==> src/rtl/core/smhc_pkg.sv <==
// ----------------------------------------------------------------------------
// smhc_pkg - shared types and widths for the stress Hessian cell unit
// Field widths of the item ports and of the per-row accumulators.
// ----------------------------------------------------------------------------
`default_nettype none

package smhc_pkg;

	// item field widths
	localparam int FIELD_W = 31;   // weight, dissimilarity, distance (unsigned)
	localparam int COORD_W = 32;   // coordinates, V and B entries (signed)
	localparam int DIFF_W  = 33;   // coordinate difference, v - b
	localparam int ABS_W   = 32;   // magnitude of a coordinate difference

	// per-row state
	localparam int SUM_W  = 48;    // saturating row sum
	localparam int CORR_W = 33;    // diagonal correction v - b

	typedef logic [FIELD_W-1:0]        field_t;
	typedef logic signed [COORD_W-1:0] coord_t;
	typedef logic signed [SUM_W-1:0]   sum_t;
	typedef logic signed [CORR_W-1:0]  corr_t;

endpackage

`default_nettype wire

==> src/rtl/core/smhc_ser_mul.sv <==
// ----------------------------------------------------------------------------
// smhc_ser_mul - bit-serial unsigned multiplier
// Shift-add over the bits of b, one bit per cycle.
// ----------------------------------------------------------------------------
`default_nettype none

module smhc_ser_mul #(
	parameter int AW = 32,
	parameter int BW = 32
) (
	input  logic             clk,
	input  logic             arst_n,
	input  logic             start,
	input  logic [AW-1:0]    a,
	input  logic [BW-1:0]    b,
	output logic             busy,
	output logic [AW+BW-1:0] prod
);

	localparam int CNT_W = $clog2(BW + 1);

	logic [AW-1:0]    a_q;
	logic [AW-1:0]    hi_q;
	logic [BW-1:0]    lo_q;
	logic [CNT_W-1:0] cnt_q;
	logic             busy_q;
	logic [AW:0]      sum_c;

	// partial product add for the current multiplier bit
	assign sum_c = {1'b0, hi_q} + (lo_q[0] ? {1'b0, a_q} : {(AW+1){1'b0}});

	// step counter
	always_ff @(posedge clk or negedge arst_n) begin
		if (!arst_n) begin
			busy_q <= 1'b0;
			cnt_q  <= '0;
		end else if (start) begin
			busy_q <= 1'b1;
			cnt_q  <= CNT_W'(BW);
		end else if (busy_q) begin
			cnt_q <= cnt_q - CNT_W'(1);
			if (cnt_q == CNT_W'(1)) begin
				busy_q <= 1'b0;
			end
		end
	end

	// product shift register: high half accumulates, low half shifts out b
	always_ff @(posedge clk) begin
		if (start) begin
			a_q  <= a;
			hi_q <= '0;
			lo_q <= b;
		end else if (busy_q) begin
			hi_q <= sum_c[AW:1];
			lo_q <= {sum_c[0], lo_q[BW-1:1]};
		end
	end

	assign busy = busy_q;
	assign prod = {hi_q, lo_q};

endmodule

`default_nettype wire

==> src/rtl/core/smhc_ser_div.sv <==
// ----------------------------------------------------------------------------
// smhc_ser_div - restoring serial divider with early overflow check
// Produces QW quotient bits, one per cycle; flags a quotient that needs more than QW bits.
// ----------------------------------------------------------------------------
`default_nettype none

module smhc_ser_div #(
	parameter int NW = 126,
	parameter int DW = 93,
	parameter int QW = 32
) (
	input  logic          clk,
	input  logic          arst_n,
	input  logic          start,
	input  logic [NW-1:0] num,
	input  logic [DW-1:0] den,
	output logic          busy,
	output logic          ovf,
	output logic [QW-1:0] quo
);

	localparam int HW    = NW - QW;
	localparam int CW    = (HW > DW) ? HW : DW;
	localparam int CNT_W = $clog2(QW + 1);

	logic [CW-1:0]    hi_ext;
	logic [CW-1:0]    den_ext;
	logic [DW-1:0]    den_q;
	logic [DW-1:0]    rem_q;
	logic [QW-1:0]    nq_q;
	logic             ovf_q;
	logic [CNT_W-1:0] cnt_q;
	logic             busy_q;
	logic [DW:0]      trial_c;
	logic [DW:0]      diff_c;
	logic             ge_c;

	// quotient fits QW bits only when the upper numerator is below the divisor
	assign hi_ext  = CW'(num[NW-1:QW]);
	assign den_ext = CW'(den);

	// one restoring step
	assign trial_c = {rem_q, nq_q[QW-1]};
	assign diff_c  = trial_c - {1'b0, den_q};
	assign ge_c    = (trial_c >= {1'b0, den_q});

	// step counter
	always_ff @(posedge clk or negedge arst_n) begin
		if (!arst_n) begin
			busy_q <= 1'b0;
			cnt_q  <= '0;
		end else if (start) begin
			busy_q <= 1'b1;
			cnt_q  <= CNT_W'(QW);
		end else if (busy_q) begin
			cnt_q <= cnt_q - CNT_W'(1);
			if (cnt_q == CNT_W'(1)) begin
				busy_q <= 1'b0;
			end
		end
	end

	// remainder and numerator/quotient shift register
	always_ff @(posedge clk) begin
		if (start) begin
			ovf_q <= (hi_ext >= den_ext);
			den_q <= den;
			rem_q <= hi_ext[DW-1:0];
			nq_q  <= num[QW-1:0];
		end else if (busy_q) begin
			rem_q <= ge_c ? diff_c[DW-1:0] : trial_c[DW-1:0];
			nq_q  <= {nq_q[QW-2:0], ge_c};
		end
	end

	assign busy = busy_q;
	assign ovf  = ovf_q;
	assign quo  = nq_q;

endmodule

`default_nettype wire

==> src/rtl/core/mds_stress_hessian_cell_unit.sv <==
// ----------------------------------------------------------------------------
// mds_stress_hessian_cell_unit - one row of a stress Hessian block, streamed
// Off-diagonal item: three serial first products, the 62-bit serial numerator
//   multiply with the cubed-distance multiply, then the bit-a-cycle divide; the
//   input stays stalled until the result is loaded into the output register.
// Diagonal item: taken without stalling unless it ends the row; the diagonal
//   result is loaded in the DIAG state, after EMIT of a last off-diagonal item.
// Reset clears the row sum, the correction and the output valid.
// ----------------------------------------------------------------------------
`default_nettype none

module mds_stress_hessian_cell_unit #(
	parameter int VALUE_WIDTH = 32
) (
	input  logic                          clk,
	input  logic                          arst_n,
	input  logic                          in_valid,
	output logic                          in_stall,
	input  smhc_pkg::field_t              weight,
	input  smhc_pkg::field_t              dissimilarity,
	input  smhc_pkg::field_t              distance,
	input  smhc_pkg::coord_t              row_coord_s,
	input  smhc_pkg::coord_t              col_coord_s,
	input  smhc_pkg::coord_t              row_coord_t,
	input  smhc_pkg::coord_t              col_coord_t,
	input  smhc_pkg::coord_t              v_entry,
	input  smhc_pkg::coord_t              b_entry,
	input  logic                          same_block,
	input  logic                          on_diagonal,
	input  logic                          last_in_row,
	output logic                          out_valid,
	input  logic                          out_stall,
	output logic signed [VALUE_WIDTH-1:0] value,
	output logic                          is_diagonal,
	output logic                          row_done
);

	import smhc_pkg::*;

	// product widths
	localparam int WD_W  = 2 * FIELD_W;
	localparam int ST_W  = 2 * ABS_W;
	localparam int NUM_W = WD_W + ST_W;
	localparam int DD_W  = 2 * FIELD_W;
	localparam int DEN_W = DD_W + FIELD_W;
	localparam int EXT_W = ((VALUE_WIDTH > SUM_W) ? VALUE_WIDTH : SUM_W) + 2;
	localparam int SE_W  = SUM_W + 1;

	localparam logic signed [EXT_W-1:0] VMAX_E =
		{{(EXT_W-VALUE_WIDTH+1){1'b0}}, {(VALUE_WIDTH-1){1'b1}}};
	localparam logic signed [EXT_W-1:0] VMIN_E = ~VMAX_E;
	localparam logic signed [SE_W-1:0]  SMAX_E = {2'b00, {(SUM_W-1){1'b1}}};
	localparam logic signed [SE_W-1:0]  SMIN_E = ~SMAX_E;

	// sequencer states
	localparam logic [2:0] ST_IDLE = 3'd0;
	localparam logic [2:0] ST_MUL1 = 3'd1;
	localparam logic [2:0] ST_MUL2 = 3'd2;
	localparam logic [2:0] ST_DIV  = 3'd3;
	localparam logic [2:0] ST_EMIT = 3'd4;
	localparam logic [2:0] ST_DIAG = 3'd5;

	function automatic logic signed [VALUE_WIDTH-1:0] sat_val(
		input logic signed [EXT_W-1:0] x
	);
		if (x > VMAX_E) begin
			return VMAX_E[VALUE_WIDTH-1:0];
		end else if (x < VMIN_E) begin
			return VMIN_E[VALUE_WIDTH-1:0];
		end
		return x[VALUE_WIDTH-1:0];
	endfunction

	function automatic logic [VALUE_WIDTH-1:0] neg_c_sel(input logic neg);
		return neg ? {1'b1, {(VALUE_WIDTH-1){1'b0}}} : {1'b0, {(VALUE_WIDTH-1){1'b1}}};
	endfunction

	logic [2:0] state_q;
	logic       in_acc;
	logic       out_free;

	logic signed [DIFF_W-1:0] s_diff_c, t_diff_c, vb_c;
	logic [ABS_W-1:0]         s_abs_c, t_abs_c;
	logic                     neg_c;

	logic                     neg_q;
	logic                     last_q;
	field_t                   d_q;
	corr_t                    vb_q;
	sum_t                     row_sum_q;
	corr_t                    corr_q;
	logic signed [VALUE_WIDTH-1:0] cell_q;

	logic             start1, start2, start3;
	logic             busy_wd, busy_st, busy_dd, busy_num, busy_den, busy_div;
	logic [WD_W-1:0]  p_wd;
	logic [ST_W-1:0]  p_st;
	logic [DD_W-1:0]  p_dd;
	logic [NUM_W-1:0] p_num;
	logic [DEN_W-1:0] p_den;
	logic             div_ovf;
	logic [VALUE_WIDTH-1:0] div_q;

	logic [VALUE_WIDTH-1:0]        cap_c, mag_c;
	logic signed [VALUE_WIDTH-1:0] cell_c;
	logic signed [EXT_W-1:0]       off_e, diag_e;
	logic signed [SE_W-1:0]        sum_e;
	sum_t                          sum_sat_c;

	logic                          out_valid_q;
	logic signed [VALUE_WIDTH-1:0] value_q;
	logic                          is_diag_q;
	logic                          row_done_q;
	logic                          load_off, load_diag;

	assign in_stall = (state_q != ST_IDLE);
	assign in_acc   = in_valid && !in_stall;
	assign out_free = !out_valid_q || !out_stall;

	// coordinate differences, magnitudes and sign of the cell
	assign s_diff_c = DIFF_W'(row_coord_s) - DIFF_W'(col_coord_s);
	assign t_diff_c = DIFF_W'(row_coord_t) - DIFF_W'(col_coord_t);
	assign vb_c     = DIFF_W'(v_entry) - DIFF_W'(b_entry);
	assign s_abs_c  = s_diff_c[DIFF_W-1] ? ABS_W'(-s_diff_c) : s_diff_c[ABS_W-1:0];
	assign t_abs_c  = t_diff_c[DIFF_W-1] ? ABS_W'(-t_diff_c) : t_diff_c[ABS_W-1:0];
	assign neg_c    = (s_diff_c != '0) && (t_diff_c != '0)
		&& (s_diff_c[DIFF_W-1] ^ t_diff_c[DIFF_W-1]);

	// stage starts
	assign start1 = in_acc && !on_diagonal;
	assign start2 = (state_q == ST_MUL1) && !(busy_wd || busy_st || busy_dd);
	assign start3 = (state_q == ST_MUL2) && !(busy_num || busy_den);

	// first products: w*delta, |s|*|t|, d*d
	smhc_ser_mul #(.AW(FIELD_W), .BW(FIELD_W)) u_mul_wd (
		.clk, .arst_n, .start(start1), .a(weight), .b(dissimilarity),
		.busy(busy_wd), .prod(p_wd)
	);
	smhc_ser_mul #(.AW(ABS_W), .BW(ABS_W)) u_mul_st (
		.clk, .arst_n, .start(start1), .a(s_abs_c), .b(t_abs_c),
		.busy(busy_st), .prod(p_st)
	);
	smhc_ser_mul #(.AW(FIELD_W), .BW(FIELD_W)) u_mul_dd (
		.clk, .arst_n, .start(start1), .a(distance), .b(distance),
		.busy(busy_dd), .prod(p_dd)
	);

	// numerator and cubed distance
	smhc_ser_mul #(.AW(ST_W), .BW(WD_W)) u_mul_num (
		.clk, .arst_n, .start(start2), .a(p_st), .b(p_wd),
		.busy(busy_num), .prod(p_num)
	);
	smhc_ser_mul #(.AW(DD_W), .BW(FIELD_W)) u_mul_den (
		.clk, .arst_n, .start(start2), .a(p_dd), .b(d_q),
		.busy(busy_den), .prod(p_den)
	);

	// quotient; a zero distance always shows as overflow
	smhc_ser_div #(.NW(NUM_W), .DW(DEN_W), .QW(VALUE_WIDTH)) u_div (
		.clk, .arst_n, .start(start3), .num(p_num), .den(p_den),
		.busy(busy_div), .ovf(div_ovf), .quo(div_q)
	);

	// saturated signed cell
	assign cap_c  = neg_c_sel(neg_q);
	assign mag_c  = (div_ovf || (div_q > cap_c)) ? cap_c : div_q;
	assign cell_c = neg_q ? -$signed(mag_c) : $signed(mag_c);

	// result values and row sum update
	assign off_e  = EXT_W'(vb_q) - EXT_W'(cell_q);
	assign diag_e = EXT_W'(row_sum_q) + EXT_W'(corr_q);
	assign sum_e  = SE_W'(row_sum_q) + SE_W'(cell_q);
	assign sum_sat_c = (sum_e > SMAX_E) ? SMAX_E[SUM_W-1:0] :
		((sum_e < SMIN_E) ? SMIN_E[SUM_W-1:0] : sum_e[SUM_W-1:0]);

	assign load_off  = (state_q == ST_EMIT) && out_free;
	assign load_diag = (state_q == ST_DIAG) && out_free;

	// sequencer
	always_ff @(posedge clk or negedge arst_n) begin
		if (!arst_n) begin
			state_q <= ST_IDLE;
		end else begin
			case (state_q)
				ST_IDLE: begin
					if (in_acc) begin
						if (!on_diagonal) begin
							state_q <= ST_MUL1;
						end else if (last_in_row) begin
							state_q <= ST_DIAG;
						end
					end
				end
				ST_MUL1: begin
					if (start2) begin
						state_q <= ST_MUL2;
					end
				end
				ST_MUL2: begin
					if (start3) begin
						state_q <= ST_DIV;
					end
				end
				ST_DIV: begin
					if (!busy_div) begin
						state_q <= ST_EMIT;
					end
				end
				ST_EMIT: begin
					if (out_free) begin
						state_q <= last_q ? ST_DIAG : ST_IDLE;
					end
				end
				ST_DIAG: begin
					if (out_free) begin
						state_q <= ST_IDLE;
					end
				end
				default: begin
					state_q <= ST_IDLE;
				end
			endcase
		end
	end

	// row state: sum of cells and diagonal correction
	always_ff @(posedge clk or negedge arst_n) begin
		if (!arst_n) begin
			row_sum_q <= '0;
			corr_q    <= '0;
		end else if (load_diag) begin
			row_sum_q <= '0;
			corr_q    <= '0;
		end else begin
			if (in_acc && on_diagonal) begin
				corr_q <= same_block ? vb_c : '0;
			end
			if (load_off) begin
				row_sum_q <= sum_sat_c;
			end
		end
	end

	// item capture and cell register
	always_ff @(posedge clk) begin
		if (start1) begin
			neg_q  <= neg_c;
			last_q <= last_in_row;
			d_q    <= distance;
			vb_q   <= same_block ? vb_c : '0;
		end
		if ((state_q == ST_DIV) && !busy_div) begin
			cell_q <= cell_c;
		end
	end

	// output register
	always_ff @(posedge clk or negedge arst_n) begin
		if (!arst_n) begin
			out_valid_q <= 1'b0;
		end else if (load_off || load_diag) begin
			out_valid_q <= 1'b1;
		end else if (!out_stall) begin
			out_valid_q <= 1'b0;
		end
	end

	always_ff @(posedge clk) begin
		if (load_off) begin
			value_q    <= sat_val(off_e);
			is_diag_q  <= 1'b0;
			row_done_q <= 1'b0;
		end else if (load_diag) begin
			value_q    <= sat_val(diag_e);
			is_diag_q  <= 1'b1;
			row_done_q <= 1'b1;
		end
	end

	assign out_valid   = out_valid_q;
	assign value       = value_q;
	assign is_diagonal = is_diag_q;
	assign row_done    = row_done_q;

endmodule

`default_nettype wire

==> config.mk <==
export PLATFORM = sky130hd
export DESIGN_NAME = mds_stress_hessian_cell_unit
export DESIGN_NICKNAME = d
export VERILOG_FILES = /design/src/rtl/core/smhc_pkg.sv /design/src/rtl/core/smhc_ser_mul.sv /design/src/rtl/core/smhc_ser_div.sv /design/src/rtl/core/mds_stress_hessian_cell_unit.sv
export SDC_FILE = /design/constraint.sdc
export NUM_CORES = 2
export LEC_CHECK = 0
export BUFFER_PORTS_ARGS = -buffer_cell sky130_fd_sc_hd__buf_2
export CAP_MARGIN = 40
export CELL_PAD_IN_SITES_DETAIL_PLACEMENT = 2
export CELL_PAD_IN_SITES_GLOBAL_PLACEMENT = 2
export CORE_MARGIN = 4
export CORE_UTILIZATION = 41
export DETAILED_ROUTE_END_ITERATION = 16
export HOLD_SLACK_MARGIN = 0.1
export PLACE_DENSITY_LB_ADDON = 0.1
export RECOVER_POWER = 25
export SLEW_MARGIN = 20
export SYNTH_ARGS = -nofsm -noshare
export SYNTH_HDL_FRONTEND = slang
export SYNTH_HIERARCHICAL = 1
export SYNTH_SLANG_ARGS = --single-unit
==> constraint.sdc <==
create_clock -name clk -period 15.9 [get_ports clk]
set_clock_uncertainty 0.2 [all_clocks]
set_input_delay 3.18 -clock clk [delete_from_list [all_inputs] [get_ports clk]]
set_output_delay 3.18 -clock clk [all_outputs]
set_load 0.01 [all_outputs]
==> reports/results.ini <==
[synthesis]
yosys_reg_bits = 1101
synth.lib_cells_used.distinct = 136
synth_area_um2 = 79500
synth.top_cells.by_area = sky130_fd_sc_hd__edfxtp_1, sky130_fd_sc_hd__ha_1, sky130_fd_sc_hd__dfxtp_1
synth_warn = 6
synthDominantCellAreaShare = 0.286
ys_seq_area_frac = 0.380
synthDominantAreaCellType = sky130_fd_sc_hd__edfxtp_1
synthMostInstantiatedCell = sky130_fd_sc_hd__edfxtp_1
synth.cells.most_frequent = sky130_fd_sc_hd__edfxtp_1, sky130_fd_sc_hd__a21oi_1, sky130_fd_sc_hd__ha_1, sky130_fd_sc_hd__nand2_1, sky130_fd_sc_hd__nor2_1
netlist_instances = 8468
synth-async-reset-ratio = 0.113
synth_nets = 9450
synth_edf_count = 756
post_synth.cell_area_avg_um2 = 9.39
postSynth.topFlopCell = sky130_fd_sc_hd__edfxtp_1

[power_and_ir_drop]
netSwitchingFraction = 0.433
power-per-cell-area_nw_per_um2 = 184
p_sw_w = 0.00703
cellInternalPower_w = 0.00919
leakage_nw = 36.9
design_power_total_w = 0.0162
pwr-share-comb = 0.505
pwr-share-seq = 0.295
peakVddDrop_uv = 142
power_frac_clock = 0.199

[setup_path]
critPathKind = register to register
cp_slowest_stage_delay_ps = 2470
cp_top_family = buffers and inverters
reg2regPathDepth = 6
setup.worst_path.end_class = register
critical_path.startpoint_type = register
critPathMaxFanout = 63
cp.required_ps = 16240
cp_slowest_cell = sky130_fd_sc_hd__clkbuf_1
critPathArrivalTime_ps = 7410
critPathBufInv = 3
instance_count_on_the_critical_path = 6
critical_path.cell_chain = nor3_1, nor2b_1, clkbuf_1, buf_4, buf_16, mux2_2

[cells_and_area]
drive_gt1_frac = 0.116
nNetsFinal = 9617
area_delta_synth_final_pct = 10.9
filler_cell_count = 20700
layout.core_utilization = 0.458
stdcell_count = 11300

[timing]
grt_setup_unrepaired = no
fin_crit_ps = 7060
setup_tns_ps = 0
final-hold-violation-count = 0
hold_ws_ps = 249
final-max-slew-violation-count = 382
finalSetupViolCount = 0
worstMarginPinSlew_ps = 3960
worst_slew_margin_rel = -1.64
finalCritPeriodShare = 0.444
achievable_clock_frequency_mhz = 142

[hold_path]
hold_depth = 0
hp-class = register to register

[routing]
vias = 67300
dr.pass1.iters = 5
drt_iter0_drc = 3892
detail_route.vias_per_cell = 5.97
routedWlPerCell_um = 25.5
postRouteAntennaNets = 0
drt_wl_total_um = 287000
route.detailed.drc = 0

[clocking]
numCtsBuffers = 137
clk-insertion-delay-late_ps = 810
postCtsSetupBuffers = 0
cts_hold_buf = 0
cts.htree.levels = 4
cts.repair.resized = 0
clock-root-buffer = sky130_fd_sc_hd__clkbuf_16
clock_tree_from_tritoncts = built
clk_pin_slew_ps = 60
clock_sinks = 1101
cts_buffer_depth = 3

[placed_design]
dp_cells = 11000
detailedPlacementHpwl_um = 221000
routabilityCongestion = 0.880
port_buffers = 327

[grt]
grt_start_max_net_pins = 160
initial_antenna_violation_count = 16
overflow = 0
grtUsageTotal = 0.279
grtUsageMet1 = 0.361
grt_most_used_layer = met2
grt_met2_usage = 0.489
global_route.usage.met3 = 0.0297
via_count_of_the_first_global_routing_pass = 72900
wire_length_of_the_first_global_routing_pass_um = 441000

[run_status]
outcome = complete, but fails checks
failed_checks = max-capacitance violations, max-slew violations

[floorplanning]
fp.dieH_um = 448
die_width_um = 448
total_number_of_placement_rows = 161
num_io_pins = 328
floorplan.die_area_um2 = 201000
core_region_area_um2 = 193000
initial_utilization = 0.413

[run]
drv_cap = 9

## worst paths after layout
path                       slack (ps)               from                end
max in group asynchronous        9410             arst_n     u_mul_den/busy
min reg2reg                       250  u_mul_st/lo_q[24]  u_mul_num/a_q[24]
min                               250  u_mul_st/lo_q[24]  u_mul_num/a_q[24]
min in group asynchronous        3560             arst_n     u_div/cnt_q[5]
max reg2reg                      8840     u_mul_num/busy    u_div/rem_q[31]
max                              8840     u_mul_num/busy    u_div/rem_q[31]
## through the flow
step	worst slack (ps)	instance area, um2
detailed placement	8090	83500
global placement	8230	83300
finish	8840	88200
global route	8410	88100
floorplan	3170	79500
CTS	8980	88100
## power groups by stage
stage / Sequential (W) / Combinational, W / Clock, W
6_report: 0.00479 / 0.00820 / 0.00323
5_1_grt: 0.00487 / 0.00903 / 0.00343
4_1_cts: 0.00479 / 0.00814 / 0.00330
3_5_place_dp: 0.00483 / 0.00798 / 0
3_3_place_gp: 0.00479 / 0.00752 / 0
2_1_floorplan: 0.00455 / 0.00577 / 0
## registers in the layout, indices dropped and copies added, names as in the netlist, 32 cells and up
name and count:
u_mul_num/lo_q 62, u_div/rem_q 93, u_mul_den/a_q 62, u_div/den_q 93, u_mul_st/a_q 32, u_div/quo 32, u_mul_num/hi_q 64, corr_q 33
u_mul_st/hi_q 32, u_mul_num/a_q 64, vb_q 33, u_mul_st/lo_q 32, u_mul_den/hi_q 62, row_sum_q 48, value 32, cell_q 32
## layout by cell type (no fill, tap or decap), drive strengths merged, types with 86 or more instances in the layout
cell and instances:
a211oi 86, mux2 292, buf 369, clkbuf 212, edfxtp 756, dfxtp 221, nand4 170, and2 272
o21ai 569, ha 678, inv 532, dfrtp 124, xor2 200, xnor2 315, a21o 322, nand2b 87
nand2 647, nand3 137, nor3 137, mux2i 114, nor2 558, a21oi 705
## cells by family after synthesis
group	after synthesis	share of synthesized area
xor gates and xnor gates	515	0.0568
and+or+nand+nor	2382	0.150
adders and majority gates	690	0.110
AOI/OAI and AO/OA	2461	0.202
muxes	406	0.0557
DFF	1101	0.380
buffers and inverters	913	0.0455
## layout make-up
class / instances / area (um2) / share of cell area
diodes: 9 / 22.5 / 0.000255
clock buffers: 170 / 3700 / 0.0419
clock inverters: 84 / 865 / 0.00981
inverters: 530 / 1990 / 0.0226
multi-input cells: 6454 / 45800 / 0.519
flip-flops and latches: 1101 / 30200 / 0.343
well taps: 2526 / 3160 / 0.0359
repair buffers: 411 / 2430 / 0.0276
## per-layer routing
metal	vias to the layer above	wire [um]	share of wire
met2	1141	141000	0.49
met4	8	9850	0.034
li1	31500	-	-
met1	34300	127000	0.44
met3	399	8810	0.031
met5	-	48	0.00017
Note: power is estimated with default switching activity, not from simulation.
